===== src/slid_pkg.sv =====
`default_nettype none
// ----------------------------------------------------------------------------
// slid_pkg
// Shared types and codes for the sorted list insert/delete unit.
// ----------------------------------------------------------------------------
package slid_pkg;

    typedef enum logic [0:0] {
        OP_INSERT = 1'b0,
        OP_DELETE = 1'b1
    } t_op;

    typedef enum logic [2:0] {
        ST_INSERTED  = 3'd0,
        ST_FULL      = 3'd1,
        ST_DELETED   = 3'd2,
        ST_NOT_FOUND = 3'd3,
        ST_EMPTY     = 3'd4
    } t_status;

    typedef struct packed {
        t_op        operation;
        logic [7:0] item_value;
    } t_in_item;

    typedef struct packed {
        t_status    status;
        logic [4:0] entry_count;
        logic [7:0] smallest_value;
    } t_out_item;

    // Broadcast to every cell of the row
    typedef struct packed {
        logic       ins_en;
        logic       del_en;
        logic [7:0] value;
    } t_cell_ctrl;

endpackage
`default_nettype wire


===== src/sorted_list_insert_delete_unit.sv =====
// Sorted list of up to LIST_DEPTH unsigned bytes held in a row of cells, one
// byte per cell, smallest first. An insert goes ahead of any equal copies and
// is refused when full; a delete removes the first equal copy. Each accepted
// beat returns one result beat with status, new count and smallest value. Every
// cell compares against the value at once and the row shifts right (insert)
// or left (delete) at the same edge, so the result appears in the output
// register on the cycle after acceptance and a new beat can be accepted every
// cycle while the output side keeps up.
`default_nettype none
// ----------------------------------------------------------------------------
// sorted_list_insert_delete_unit
// Top level: cell row, fill count and registered result beat.
// ----------------------------------------------------------------------------
module sorted_list_insert_delete_unit import slid_pkg::*; #(
    parameter int LIST_DEPTH = 16
) (
    input  logic      i_clk,
    input  logic      i_rst_n,
    input  logic      i_in_valid,
    output logic      o_in_stall,
    input  t_in_item  i_in_data,
    output logic      o_out_valid,
    input  logic      i_out_stall,
    output t_out_item o_out_data
);

    localparam int CW = $clog2(LIST_DEPTH + 1);

    logic [CW-1:0]         r_count;
    logic [CW-1:0]         n_count;
    logic                  r_out_valid;
    logic                  n_out_valid;
    t_out_item             r_out;
    t_out_item             n_out;

    logic                  w_accept;
    logic                  w_full;
    logic                  w_empty;
    logic                  w_found;
    t_cell_ctrl            w_ctrl;
    logic [LIST_DEPTH-1:0] w_lt;
    logic [LIST_DEPTH-1:0] w_match;
    logic [7:0]            w_value      [LIST_DEPTH];
    logic [7:0]            w_next_value [LIST_DEPTH];
    logic                  w_left_lt    [LIST_DEPTH];
    logic [7:0]            w_left_value [LIST_DEPTH];
    logic [7:0]            w_right_value[LIST_DEPTH];
    logic [31:0]           w_count_ext;

    assign o_in_stall = r_out_valid && i_out_stall;
    assign w_accept   = i_in_valid && !o_in_stall;
    assign w_full     = (r_count == CW'(LIST_DEPTH));
    assign w_empty    = (r_count == '0);
    assign w_found    = |w_match;

    always_comb begin
        w_ctrl.value  = i_in_data.item_value;
        w_ctrl.ins_en = w_accept && (i_in_data.operation == OP_INSERT) && !w_full;
        w_ctrl.del_en = w_accept && (i_in_data.operation == OP_DELETE) && w_found;
    end

    genvar gi;
    generate
        for (gi = 0; gi < LIST_DEPTH; gi++) begin : g_cell
            if (gi == 0) begin : g_first
                assign w_left_lt[gi]    = 1'b1;
                assign w_left_value[gi] = 8'h00;
            end else begin : g_inner
                assign w_left_lt[gi]    = w_lt[gi-1];
                assign w_left_value[gi] = w_value[gi-1];
            end
            if (gi == LIST_DEPTH - 1) begin : g_last
                assign w_right_value[gi] = w_value[gi];
            end else begin : g_notlast
                assign w_right_value[gi] = w_value[gi+1];
            end

            slid_cell u_cell (
                .i_clk         (i_clk),
                .i_ctrl        (w_ctrl),
                .i_occupied    (CW'(gi) < r_count),
                .i_left_lt     (w_left_lt[gi]),
                .i_left_value  (w_left_value[gi]),
                .i_right_value (w_right_value[gi]),
                .o_lt          (w_lt[gi]),
                .o_match       (w_match[gi]),
                .o_value       (w_value[gi]),
                .o_next_value  (w_next_value[gi])
            );
        end
    endgenerate

    always_comb begin
        n_count = r_count;
        if (w_ctrl.ins_en) begin
            n_count = r_count + CW'(1);
        end else if (w_ctrl.del_en) begin
            n_count = r_count - CW'(1);
        end
    end

    assign w_count_ext = 32'(n_count);

    always_comb begin
        n_out = r_out;
        n_out_valid = r_out_valid && i_out_stall;
        if (w_accept) begin
            n_out_valid = 1'b1;
            unique case (i_in_data.operation)
                OP_INSERT: n_out.status = w_full ? ST_FULL : ST_INSERTED;
                OP_DELETE: begin
                    priority if (w_empty) begin
                        n_out.status = ST_EMPTY;
                    end else if (w_found) begin
                        n_out.status = ST_DELETED;
                    end else begin
                        n_out.status = ST_NOT_FOUND;
                    end
                end
                default: n_out.status = ST_NOT_FOUND;
            endcase
            n_out.entry_count    = w_count_ext[4:0];
            n_out.smallest_value = (n_count == '0) ? 8'h00 : w_next_value[0];
        end
    end

    always_ff @(posedge i_clk) begin
        if (!i_rst_n) begin
            r_count     <= '0;
            r_out_valid <= 1'b0;
        end else begin
            r_count     <= n_count;
            r_out_valid <= n_out_valid;
        end
    end

    always_ff @(posedge i_clk) begin
        r_out <= n_out;
    end

    assign o_out_valid = r_out_valid;
    assign o_out_data  = r_out;

    a_count_bound: assert property (@(posedge i_clk) disable iff (!i_rst_n)
        r_count <= CW'(LIST_DEPTH))
        else $error("fill count above depth");

    a_head_order: assert property (@(posedge i_clk) disable iff (!i_rst_n)
        r_count >= CW'(2) |-> w_value[0] <= w_value[1])
        else $error("list head out of order");

    a_delete_count: assert property (@(posedge i_clk) disable iff (!i_rst_n)
        w_ctrl.del_en |=> r_count == $past(r_count) - CW'(1))
        else $error("delete did not drop count");

    a_empty_beat: assert property (@(posedge i_clk) disable iff (!i_rst_n)
        o_out_valid && (o_out_data.status == ST_EMPTY)
        |-> (o_out_data.entry_count == 5'd0) && (o_out_data.smallest_value == 8'h00))
        else $error("empty beat carries data");

endmodule
`default_nettype wire


===== src/slid_cell.sv =====
`default_nettype none
// ----------------------------------------------------------------------------
// slid_cell
// One list slot: compares its byte with the broadcast value and takes its own,
// the new, the left or the right neighbour's byte.
// ----------------------------------------------------------------------------
module slid_cell import slid_pkg::*; (
    input  logic       i_clk,
    input  t_cell_ctrl i_ctrl,
    input  logic       i_occupied,
    input  logic       i_left_lt,
    input  logic [7:0] i_left_value,
    input  logic [7:0] i_right_value,
    output logic       o_lt,
    output logic       o_match,
    output logic [7:0] o_value,
    output logic [7:0] o_next_value
);

    logic [7:0] r_value;
    logic [7:0] n_value;

    always_comb begin
        o_lt    = i_occupied && (r_value < i_ctrl.value);
        o_match = i_occupied && (r_value == i_ctrl.value);
    end

    always_comb begin
        priority if (i_ctrl.ins_en && !o_lt) begin
            n_value = i_left_lt ? i_ctrl.value : i_left_value;
        end else if (i_ctrl.del_en && !o_lt) begin
            n_value = i_right_value;
        end else begin
            n_value = r_value;
        end
    end

    always_ff @(posedge i_clk) begin
        r_value <= n_value;
    end

    assign o_value      = r_value;
    assign o_next_value = n_value;

endmodule
`default_nettype wire

===== config.mk =====
export PLATFORM = sky130hd
export DESIGN_NAME = sorted_list_insert_delete_unit
export DESIGN_NICKNAME = d
export VERILOG_FILES = /design/src/slid_pkg.sv /design/src/sorted_list_insert_delete_unit.sv /design/src/slid_cell.sv
export SDC_FILE = /design/constraint.sdc
export NUM_CORES = 1
export LEC_CHECK = 0
export BUFFER_PORTS_ARGS = -buffer_cell sky130_fd_sc_hd__buf_2
export CAP_MARGIN = 20
export CORE_MARGIN = 2
export CORE_UTILIZATION = 53
export DETAILED_ROUTE_END_ITERATION = 6
export PLACE_DENSITY = 0.72
export SLEW_MARGIN = 30
export SYNTH_ARGS = -nofsm -noshare
export SYNTH_HDL_FRONTEND = slang
export SYNTH_SLANG_ARGS = --single-unit

===== constraint.sdc =====
create_clock -name i_clk -period 4.35 [get_ports i_clk]
set_input_delay 0.2175 -clock i_clk [delete_from_list [all_inputs] [get_ports i_clk]]
set_output_delay 0.2175 -clock i_clk [all_outputs]
set_load 0.05 [all_outputs]

After elaboration in Yosys (flattened, before gate mapping)
Index checks and enable logic that the tools add are counted.
{"block": "totals", "register_bits": 150, "input_bits": 13, "out_inout_bits": 18, "wordCells": 229}
{"block": "op_classes", "addsub": 2, "order_cmp": 32, "n_eq_ne": 17, "mux": 52, "bitwise": 1, "n_reduce_logical": 104}
{"operator": "2-to-1 mux 8 bit", "count": 45}
{"operator": "== test 8 bit", "count": 16}
{"operator": "less-than comparator 8 bit", "count": 16}
{"operator": "logical AND 1 bit", "count": 69}
{"operator": "less-than comparator 4 x 5 -> 1 bit, first input constant", "count": 8}
{"operator": "nonzero test 2 bit", "count": 14}
{"operator": "less-than comparator 3 x 5 -> 1 bit, first input constant", "count": 4}
{"operator": "zero test 1 bit", "count": 18}
{"operator": "OR reduction 16 bit", "count": 1}
{"operator": "zero test 5 bit", "count": 2}
{"operator": "less-than comparator 1 x 5 -> 1 bit, first input constant", "count": 2}
{"operator": "less-than comparator 2 x 5 -> 1 bit, first input constant", "count": 2}
{"operator": "2-to-1 mux 5 bit", "count": 2}
{"operator": "case mux 3 bit (2 select lines)", "count": 1}
{"operator": "adder 5 x 1 -> 5 bit, second input constant", "count": 1}
{"operator": "== test 5 bit, second input constant", "count": 1}
{"operator": "subtractor 5 x 1 -> 5 bit, second input constant", "count": 1}
{"operator": "2-to-1 mux 1 bit", "count": 3}
{"operator": "2-to-1 mux 3 bit", "count": 1}
{"operator": "inverter 1 bit", "count": 1}

Depth between registers and ports, before layout
Gate-level depths: netlist of the first run.
{"block": "depth", "word_depth": 8, "depth_mapped": 12}

By module
From an unflattened synthesis of the first run, not the netlist that was laid out.
{"block": "unflattened", "hier_cells": 1183, "area_unflattened_um2": 11817.6}
{"module": "slid_cell", "instances": 16, "cells_per_inst": 66, "area_each_um2": 651.9}
{"module": "sorted_list_insert_delete_unit", "instances": 1, "cells_per_inst": 127, "area_each_um2": 1387.6}

Worst setup path before layout of the first run
Ideal clock, no wire load.
{"block": "synth_timing", "path_type": "input to register", "startpoint": "input port i_in_data[7] (netlist name)", "endpoint": "register r_out, in the netlist o_out_data[0], data pin", "setup_time_ns": 0.281, "arrival_time_ns": 2.887, "t_required_ns": 4.069, "path_slack_ns": 1.182, "stages": 11, "n_path_buf": 1, "path_cell_list": "inv_1 ha_1 clkbuf_1 nand2_1 nor4_1 a2111oi_2 and3_2 a211oi_2 or3_4 a2111oi_4 a21boi_1"}
{"block": "synth_via", "elab_chain_len": 7}
{"item": "start, declared", "line_no": "sorted_list_insert_delete_unit.sv:21", "text": "input t_in_item i_in_data,"}
{"item": "== test 8 bit", "line_no": "slid_cell.sv:25", "text": "o_match = i_occupied && (r_value == i_ctrl.value);"}
{"item": "logical AND 1 bit", "line_no": "slid_cell.sv:25"}
{"item": "OR reduction 16 bit", "line_no": "sorted_list_insert_delete_unit.sv:54", "text": "assign w_found = |w_match;"}
{"item": "logical AND 1 bit", "line_no": "sorted_list_insert_delete_unit.sv:59", "text": "w_ctrl.del_en = w_accept && (i_in_data.operation == OP_DELETE) && w_found;"}
{"item": "2-to-1 mux 5 bit or logical AND 1 bit (tied branches)", "line_no": "sorted_list_insert_delete_unit.sv:97, slid_cell.sv:31"}
{"item": "2-to-1 mux 5 bit or 2-to-1 mux 8 bit (tied branches)", "line_no": "sorted_list_insert_delete_unit.sv:95, slid_cell.sv:31"}
{"item": "zero test 5 bit or 2-to-1 mux 8 bit (tied branches)", "line_no": "sorted_list_insert_delete_unit.sv:123, slid_cell.sv:29"}
{"item": "end signal, assigned", "line_no": "sorted_list_insert_delete_unit.sv:138", "text": "r_out <= n_out;"}
{"item": "end, declared", "line_no": "sorted_list_insert_delete_unit.sv:33", "text": "t_out_item r_out;"}
Parallel ways exist; a longest one is shown, timed or not.
A chain may end at the register's enable or synchronous reset.

Worst setup path in the final report of the first run
{"block": "layout_timing", "startpoint": "register r_count[2]", "endpoint": "register g_cell[11].u_cell.r_value[6], enable pin"}
{"block": "layout_via", "elab_chain_len": 6}
{"item": "start, declared", "line_no": "sorted_list_insert_delete_unit.sv:29", "text": "logic [CW-1:0] r_count;"}
{"item": "start signal, assigned", "line_no": "sorted_list_insert_delete_unit.sv:132", "text": "r_count <= n_count;"}
{"item": "less-than comparator 1 x 5 -> 1 bit, or another cell as far along", "line_no": "sorted_list_insert_delete_unit.sv:81", "text": ".i_occupied (CW'(gi) < r_count),"}
{"item": "logical AND 1 bit", "line_no": "slid_cell.sv:25"}
{"item": "OR reduction 16 bit", "line_no": "sorted_list_insert_delete_unit.sv:54"}
{"item": "logical AND 1 bit", "line_no": "sorted_list_insert_delete_unit.sv:59"}
{"item": "logical AND 1 bit", "line_no": "slid_cell.sv:31", "text": "end else if (i_ctrl.del_en && !o_lt) begin"}
{"item": "nonzero test 2 bit (no line) *"}
{"item": "end signal, assigned", "line_no": "slid_cell.sv:39", "text": "r_value <= n_value;"}
{"item": "end, declared", "line_no": "slid_cell.sv:20", "text": "logic [7:0] r_value;"}
Mark *: on every way between the ends. The rest lies on a longest branch, timed or not.

==> out/metrics.yaml, run 1 <==
status:
  outcome: "completed"
cells_and_area:
  fill_cells: 1687
  syn_to_final_growth_pct: 11.0
  nets: 1288
  fin_area_um2: 12300
  drive_above_1_share_pct: 16.5
  final_cells: 1426
  n_antenna_cell: 0
route:
  drc_errors: 0
  first_pass_iters: 6
  via_per_inst: 6.81
  ant_nets: 0
  avgRoutedWirePerCell_um: 24.0
  drt_iter0_drc: 1192
  via_count: 9712
  drt_wl_total_mm: 34.3
global_route:
  antenna_found_initial: 0
  first_global_vias: 9004
  grt_start_max_net_pins: 22
  grt.total_usage_pct: 31.5
  overflow: 0
  grt_first_pass_wirelength_mm: 52.4
logic_synthesis:
  ys.flop_type: "edfxtp_1"
  syn_avg_cell_area_um2: 10.1
  syn_nets: 1243
  synth_edf_count: 136
  synth_seq_cells: 150
  netlist_instances: 1098
  synth_cell_types: 64
  synth_seq_area_share_pct: 39.4
  syn-cell-area_um2: 11100
  async_flop_share_pct: 0
  ys.warnings.count: 0
sta:
  finClkSkew_ns: 0.0107
  fmax_mhz: 269
  rsz0062_at_grt: "no"
  fin_crit_ns: 3.72
  timing.slew.headroom_pct: 35.2
  finalSetupTns_ns: 0
  final.period_utilization_pct: 85.4
  hold_viol_final: 0
  worstMarginPinSlew_ns: 0.972
  setup_viol_count_final: 0
  drv_slew: 0
placed_design:
  portBuffers: 30
  post-place-cells: 1394
  dpl-instance-area_um2: 11700
  gp_congestion: 0.957
  hpwl_mm: 24.1
setup_path:
  slowest_stage: "dfxtp_1"
  cp_max_fo: 17
  cp-end-kind: "flip-flop"
  critPathMaxStageDelay_ns: 0.84
  reg2reg_depth: 7
  r2r_end: "g_cell[11].u_cell.o_value[6]"
  rr_startpoint: "r_count[2]"
  arrival_ns: 3.78
  startpoint_type: "flip-flop"
  critPathRequiredTime_ns: 4.42
  critPathKind: "reg2reg"
  cp_cell_sequence: "a31oi_1, nor3_1, nor2_1, nand3_1, o311ai_4, buf_4, a21oi_1"
  r2r_slack_ns: 0.63
clock_network:
  postCtsSetupRepairBufs: 0
  cts-resized-gates: 0
  h-tree-depth: 4
  root_buffer: "clkbuf_16"
  cts_hold_buf: 0
  cts_sinks: 150
  cts.reportedPaths.clkPinSlew_ns: 0.07
  tritoncts: "yes"
  clock_path_buffers: 2
  numCtsBuffers: 17
  insertion_delay_ns: 0.44
die:
  dieArea_um2: 22100
  die_y_um: 149
  ioPinCount: 31
  die_x_um: 149
  start_util_pct: 54.3
  core_um2: 20400
  row_count: 52
hold_path:
  hold_depth: 2
  hp-class: "in2reg"
  hold_start: "i_in_valid"
  min_to: "o_out_valid"
power:
  p_leak_nw: 4.76
  p_per_area_nw_per_um2: 359
  ir_drop_mv: 0.268
  p_total_mw: 4.41
flow_run:
  drv_cap: 0
synth_stat cells (5+ instances only):
| cell | n | area (um2) |
|---|---|---|
| a211oi_1 | 9 | 67.6 |
| a21boi_1 | 8 | 60.1 |
| a21o_1 | 6 | 45.0 |
| a21oi_1 | 67 | 335 |
| a2bb2oi_1 | 7 | 61.3 |
| a31oi_1 | 51 | 319 |
| and2_1 | 7 | 43.8 |
| and3_1 | 10 | 62.6 |
| buf_1 | 5 | 18.8 |
| buf_2 | 5 | 25.0 |
| clkbuf_1 | 37 | 139 |
| dfxtp_1 | 14 | 280 |
| edfxtp_1 | 136 | 4080 |
| ha_1 | 132 | 1650 |
| inv_1 | 32 | 120 |
| mux2_2 | 64 | 721 |
| mux2i_1 | 25 | 250 |
| nand2_1 | 43 | 161 |
| nand2b_1 | 9 | 56.3 |
| nand3_1 | 54 | 270 |
| nand4_1 | 34 | 213 |
| nor2_1 | 95 | 357 |
| nor2b_1 | 25 | 156 |
| nor3_1 | 15 | 75.1 |
| o211a_1 | 7 | 70.1 |
| o211ai_1 | 13 | 97.6 |
| o21a_1 | 32 | 240 |
| o21ai_0 | 78 | 390 |
| o22a_1 | 9 | 78.8 |
| o31ai_1 | 8 | 60.1 |
| or4_1 | 7 | 52.6 |
cells by family (layout without fill, tap and decap cells):
kind of cell	count (synthesis)	in the layout	share of synthesized area, %
AND/OR/NAND/NOR	313	313	14.0
AO/OA/AOI/OAI	332	332	19.8
adder cells (fa/ha/maj)	132	132	14.9
multiplexers	89	89	8.77
buffers and inverters	80	138	2.84
XOR/XNOR	2	2	0.158
flip-flops	150	150	39.4
how the worst max path moves through the flow:
| stage | startpoint | end | slack, ns | cells past startpoint |
|---|---|---|---|---|
| 2_1_floorplan | i_in_data[7] | o_out_data[0] | 1.18 | 11 |
| 3_3_place_gp | i_in_data[2] | o_out_data[2] | 0.65 | 12 |
| 3_5_place_dp | i_in_data[4] | o_out_data[0] | 0.56 | 12 |
| 4_1_cts | r_count[3] | g_cell[11].u_cell.o_value[0] | 0.74 | 7 |
| 5_1_grt | r_count[3] | o_out_data[6] | 0.40 | 8 |
| 6_report | r_count[2] | g_cell[11].u_cell.o_value[6] | 0.63 | 7 |
cell usage in the layout (no fill, tap or decap), types with 30 or more instances in the layout:
cell type / n
edfxtp_1: 136
nor2_1: 95
a21oi_1: 67
ha_1: 132
nand2_1: 43
nand3_1: 54
o21a_1: 32
o21ai_0: 78
buf_4: 44
inv_1: 32
mux2_2: 64
a31oi_1: 51
nand4_1: 34
buf_2: 30
where the power goes:
part / total [mW] / switching [mW] / internal (mW)
clock: 1.49 / 0.674 / 0.813
sequential: 1.87 / 0.133 / 1.73
combinational: 1.05 / 0.641 / 0.411
total: 4.41 / 1.45 / 2.96
critical path, delay by kind of cell (launching register included):
| family | cells | cell delay (ns) |
|---|---|---|
| compound gates | 3 | 1.23 |
| buf+inv | 1 | 0.33 |
| flops | 1 | 0.84 |
| simple gates | 3 | 0.93 |
per-stage QoR:
step                      hold WS, ns  utilization, %  worst slack (ns)
after floorplan                 0.335               -              1.18
after global placement          0.443            57.4             0.648
after detailed placement        0.457            57.4             0.558
after CTS                     0.00258            60.3             0.740
after global routing          0.00777            60.3             0.401
final                         0.00380            60.3             0.635
registers in the layout, summed over array words and instances, names as in the netlist:
| register | cells |
|---|---|
| g_cell.u_cell.o_value | 128 |
| o_out_data | 16 |
| r_count | 5 |
| o_out_valid | 1 |
metal layers:
| metal | routed length, um | up-vias | track usage, % |
|---|---|---|---|
| met5 | 0 | - | 0 |
| met4 | 1690 | 0 | 14.1 |
| met3 | 3950 | 160 | 6.99 |
| met2 | 14800 | 654 | 47.5 |
| met1 | 13900 | 4538 | 43.6 |
| li1 | - | 4360 | - |
area by class of cell:
class / instances / area, um2 / area share [%]
multi-input cells: 868 / 6400 / 52.1
flip-flops and latches: 150 / 4360 / 35.5
repair buffers: 74 / 480 / 3.91
clock buffers: 19 / 475 / 3.87
well taps: 270 / 338 / 2.75
inverters: 32 / 120 / 0.978
clock inverters: 13 / 104 / 0.846
Power figures use the tool's default switching activity.
==> inputs of run 2 (changes only) <==
Settings changed: PLACE_DENSITY 0.72 to 0.79.
==> run 2 against run 1 <==
Via count is 0.78% lower. Power is 1.1% lower. Non-clock buffer count stayed put. Clock skew is 0.00074 ns lower. Critical path depth is 1 higher. Cell count stayed put. Hold slack better by 0.011 ns. Count of clock-buffer cells in the layout is 1 higher. Sequential share of layout area hardly changed. Register-to-register slack better by 0.06 ns. Critical endpoint is now o_out_data[2].
==> out/metrics.yaml, run 2 (same netlist as run 1, synthesis figures left out) <==
power:
  ir_drop_mv: 0.207
  p_per_area_nw_per_um2: 355
  p_leak_nw: 4.75
placed_design:
  dpl-instance-area_um2: 11700
  gp_congestion: 0.974
  hpwl_mm: 23.3
  portBuffers: 30
global_route:
  antenna_found_initial: 0
  grt_start_max_net_pins: 23
  grt.total_usage_pct: 29.6
  first_global_vias: 9104
  overflow: 0
  grt_first_pass_wirelength_mm: 49.8
clock_network:
  cts.reportedPaths.clkPinSlew_ns: 0.06
  cts-resized-gates: 0
  postCtsSetupRepairBufs: 0
  tritoncts: "yes"
  root_buffer: "clkbuf_16"
  insertion_delay_ns: 0.43
  cts_sinks: 150
  numCtsBuffers: 17
  h-tree-depth: 4
  cts_hold_buf: 0
  clock_path_buffers: 2
setup_path:
  critPathRequiredTime_ns: 4.50
  startpoint_type: "flip-flop"
  arrival_ns: 3.80
  cp-end-kind: "flip-flop"
  critPathKind: "reg2reg"
  slowest_stage: "dfxtp_1"
  cp_cell_sequence: "nor3_2, a2111oi_0, nor2_1, and3_2, a211oi_2, o21ai_0, a2111oi_4, a21boi_1"
  cpLargestDelayFamily: "compound AO/OA/AOI/OAI gates"
  critPathMaxStageDelay_ns: 0.88
  cp_max_fo: 17
  path_buf_inv: 0
cells_and_area:
  nets: 1288
  largest_reg_flops: 128
  fin_area_um2: 12300
  fill_cells: 1652
  drive_above_1_share_pct: 16.4
  seq_area_um2: 4360
  layout_commonest_cell: "edfxtp_1"
  multi_input_area_um2: 6400
  finalCoreUtilization_pct: 60.3
  syn_to_final_growth_pct: 10.9
  final_cell_mix: "edfxtp_1 (136), ha_1 (132), nor2_1 (95)"
  n_antenna_cell: 0
route:
  drt_wl_total_mm: 32.6
  drc_errors: 0
  drt_iter0_drc: 1342
  avgRoutedWirePerCell_um: 22.8
  first_pass_iters: 6
  via_per_inst: 6.76
  ant_nets: 0
  via_count: 9636
sta:
  fin_crit_ns: 3.65
  drv_slew: 0
  fmax_mhz: 274
  rsz0062_at_grt: "no"
  setup_viol_count_final: 0
  hold_viol_final: 0
  final.period_utilization_pct: 84.0
  worstMarginPinSlew_ns: 0.869
  timing.hold.ws_ns: 0.0150
  finalSetupTns_ns: 0
  timing.slew.headroom_pct: 41.8
  finClkSkew_ns: 0.00995
status:
  outcome: "completed"
die:
  core_um2: 20400
  ioPinCount: 31
  row_count: 52
  die_x_um: 149
  die_y_um: 149
  start_util_pct: 54.3
  dieArea_um2: 22100
flow_run:
  drv_cap: 0
hold_path:
  hp-class: "in2reg"
-- run 2: cell types whose count changed in the layout (fill, tap and decap cells not counted), sizes merged --
cell | previous run | this run
inv | 41 | 36
clkinvlp | 1 | 3
bufinv | 0 | 1
clkbuf | 19 | 20
clkinv | 3 | 4
-- run 2: worst reg2reg max path: stages, from the launching register on --
cell and delay, ns:
dfxtp_1 0.88, nor3_2 0.26, a2111oi_0 0.67, nor2_1 0.13
and3_2 0.28, a211oi_2 0.22, o21ai_0 0.20, a2111oi_4 0.60
a21boi_1 0.14
-- run 2: final timing paths --
kind | from | end | slack, ns | depth (start not counted)
min | i_in_valid | o_out_valid | 0.01 | 2
min reg2reg | g_cell[0].u_cell.o_value[0] | g_cell[0].u_cell.o_value[0] | 0.55 | 1
max reg2reg | r_count[2] | o_out_data[2] | 0.70 | 8
max | r_count[2] | o_out_data[2] | 0.70 | 8
-- run 2: through the flow --
stage / instances / power [mW] / worst slack (ns)
6_report: 1426 / 4.36 / 0.697
5_1_grt: 1426 / 4.52 / 0.544
4_1_cts: 1426 / 4.33 / 0.781
3_5_place_dp: 1394 / 2.89 / 0.496
3_3_place_gp: 1394 / 2.86 / 0.567
2_1_floorplan: 1098 / 2.59 / 1.18
-- run 2: cell type report --
| type | count | area share (%) |
|---|---|---|
| clock buffers | 20 | 3.72 |
| clock inverters | 12 | 0.958 |
| repair buffers | 74 | 3.91 |
| multi-input cells | 868 | 52.1 |
| well taps | 270 | 2.75 |
| inverters | 32 | 0.978 |
| flip-flops and latches | 150 | 35.6 |
-- run 2: metal layers --
| metal | up-vias | routed length, um | GRT usage, % |
|---|---|---|---|
| met1 | 4528 | 13200 | 39.1 |
| met3 | 140 | 3380 | 6.38 |
| met5 | - | 0 | 0 |
| met4 | 0 | 1800 | 15.3 |
| li1 | 4351 | - | - |
| met2 | 617 | 14200 | 45.8 |
-- run 2: power by group --
part / leakage (nW) / internal (mW) / switching [mW] / total, mW
logic: 3.08 / 0.410 / 0.639 / 1.05
registers: 1.39 / 1.73 / 0.117 / 1.85
clock network: 0.275 / 0.826 / 0.632 / 1.46
total: 4.75 / 2.97 / 1.39 / 4.36
==> inputs of run 3 (changes only) <==
Settings changed: ABC_AREA set to 1, PLACE_DENSITY 0.79 to 0.82.
Clock period 4.35 ns to 3.1 ns, I/O delays scaled along.
==> run 3 against run 2 <==
Hold slack worse by 0.0097 ns. Highest routed layer unchanged. Critical path type unchanged. Clock skew decreased by 0.0010 ns. First-iteration DRC count is 9.2% higher. Sequential cell count unchanged. Final area is 1.2% lower. Critical path depth increased by 5. Utilization grew 1.6 points. Global-route usage shrank 0.49 points. Cell count grew 13%. Worst setup slack got worse by 0.49 ns.
==> out/metrics.yaml, run 3 <==
die:
  die_x_um: 146
  die_y_um: 146
  core_um2: 19600
  dieArea_um2: 21300
  row_count: 51
  start_util_pct: 54.5
  ioPinCount: 31
clock_network:
  cts-resized-gates: 0
  cts_hold_buf: 0
  numCtsBuffers: 17
  postCtsSetupRepairBufs: 0
  root_buffer: "clkbuf_16"
  tritoncts: "yes"
  cts_sinks: 150
  clock_path_buffers: 2
  h-tree-depth: 4
  insertion_delay_ns: 0.44
  cts.reportedPaths.clkPinSlew_ns: 0.06
sta:
  final.period_utilization_pct: 93.2
  fin_crit_ns: 2.89
  worstMarginPinSlew_ns: 0.699
  timing.final.ws_setup_ns: 0.211
  setup_viol_count_final: 0
  timing.slew.headroom_pct: 53.3
  fmax_mhz: 346
  hold_viol_final: 0
  finClkSkew_ns: 0.00895
  finalSetupTns_ns: 0
  rsz0062_at_grt: "no"
  drv_slew: 0
logic_synthesis:
  synth_area_leaders: "edfxtp_1 (38%), ha_1 (15%), nand2_1 (9.6%)"
  synth_seq_cells: 150
  synth_common_cells: "nand2_1 (273), a21oi_1 (158), edfxtp_1 (136)"
  synth_simple_gate_area_share_pct: 18.4
  synthXorXnorAreaFrac_pct: 0.164
  syn_avg_cell_area_um2: 8.35
  synth_top_area_share_pct: 38.3
  ys.warnings.count: 0
  synth_seq_area_share_pct: 40.9
  synth_cell_types: 38
  yosys.area.top_type: "edfxtp_1"
  synth_fa_ha_area_share_pct: 15.5
  syn_nets: 1424
  synth_top_family_by_area: "compound AO/OA/AOI/OAI gates"
  synth_compound_area_share_pct: 19.0
  synth_mux_area_share_pct: 0
  ys.flop_type: "edfxtp_1"
  syn-cell-area_um2: 10700
  synth_edf_count: 136
  synth.most_common_cell: "nand2_1"
  async_flop_share_pct: 0
  netlist_instances: 1279
hold_path:
  hp-class: "in2reg"
  hold_depth: 3
route:
  first_pass_iters: 7
  avgRoutedWirePerCell_um: 18.9
  drc_errors: 0
  ant_nets: 0
  via_per_inst: 6.05
  drt_wl_total_mm: 30.5
  via_count: 9775
  drt_iter0_drc: 1465
cells_and_area:
  layout_commonest_cell: "nand2_1"
  n_antenna_cell: 0
  final_cell_mix: "nand2_1 (273), a21oi_1 (158), edfxtp_1 (136)"
  final_cells: 1617
  finalCoreUtilization_pct: 61.9
  largest_reg_flops: 128
  nets: 1484
  syn_to_final_growth_pct: 13.6
  drive_above_1_share_pct: 12.1
setup_path:
  cp-end-kind: "flip-flop"
  reg2reg_depth: 13
  arrival_ns: 2.96
  cp_max_fo: 8
  critPathRequiredTime_ns: 3.17
  startpoint_type: "flip-flop"
  critPathKind: "reg2reg"
global_route:
  antenna_found_initial: 0
  grt_start_max_net_pins: 25
  first_global_vias: 9421
  overflow: 0
  grt.total_usage_pct: 29.1
  grt_first_pass_wirelength_mm: 49.1
flow_run:
  drv_cap: 0
power:
  ir_drop_mv: 0.383
  p_per_area_nw_per_um2: 496
  p_total_mw: 6.02
  p_leak_nw: 5.42
placed_design:
  pre_cts_slack_ns: 0.225
  portBuffers: 30
  hpwl_mm: 22.3
  gp_congestion: 0.916
  post-place-cells: 1585
status:
  outcome: "completed"
## run 3: final timing paths
check | from | endpoint | slack, ns
max | g_cell[4].u_cell.o_value[5] | g_cell[9].u_cell.o_value[1] | 0.21
min | i_out_stall | o_out_valid | 0.005
max reg2reg | g_cell[4].u_cell.o_value[5] | g_cell[9].u_cell.o_value[1] | 0.21
min reg2reg | o_out_valid | o_out_valid | 0.50
## run 3: layout make-up
class,instances,area (um2)
Clock buffer,18,439
Multi-Input combinational cell,964,5670
Clock inverter,14,223
Fill cell,1576,7460
Sequential cell,150,4360
Inverter,124,465
Tap cell,265,332
Timing Repair Buffer,82,641
## run 3: stage by stage
step / cell area, um2 / hold WS (ns)
2_1_floorplan: 10700 / 0.314
3_3_place_gp: 11500 / 0.430
3_5_place_dp: 11500 / 0.442
4_1_cts: 12100 / 0.00249
5_1_grt: 12100 / 0.0126
6_report: 12100 / 0.00534
## run 3: layer usage
layer	global-route usage, %	vias to the layer above	part of all wire, %
met4	13.1	0	4.4
met5	0	-	0
met3	4.61	99	9.7
li1	-	4589	-
met1	37.0	4510	38
met2	48.9	577	48
## run 3: cell families (layout without fill, tap and decap cells)
family,count (synthesis),after routing
buffers and inverters,165,238
AOI/OAI and AO/OA,366,366
and+or+nand+nor,464,464
adders and majority gates,132,132
xor gates and xnor gates,2,2
DFF,150,150
## run 3: where the power goes
| part | internal [mW] | switching [mW] |
|---|---|---|
| clock network | 1.46 | 0.878 |
| logic | 0.399 | 0.789 |
| registers | 2.39 | 0.107 |
## run 3: worst max-delay path: stages, from the launching register on
cell and delay (ns):
edfxtp_1 0.46, ha_1 0.35, nand2_1 0.07, nor2_1 0.15
nand2_1 0.08, nor2_1 0.11, nor2_1 0.06, nand2_1 0.13
nor2_4 0.06, nand3_4 0.10, nand2_4 0.09, nand2_4 0.08
inv_1 0.19, nor2_1 0.60
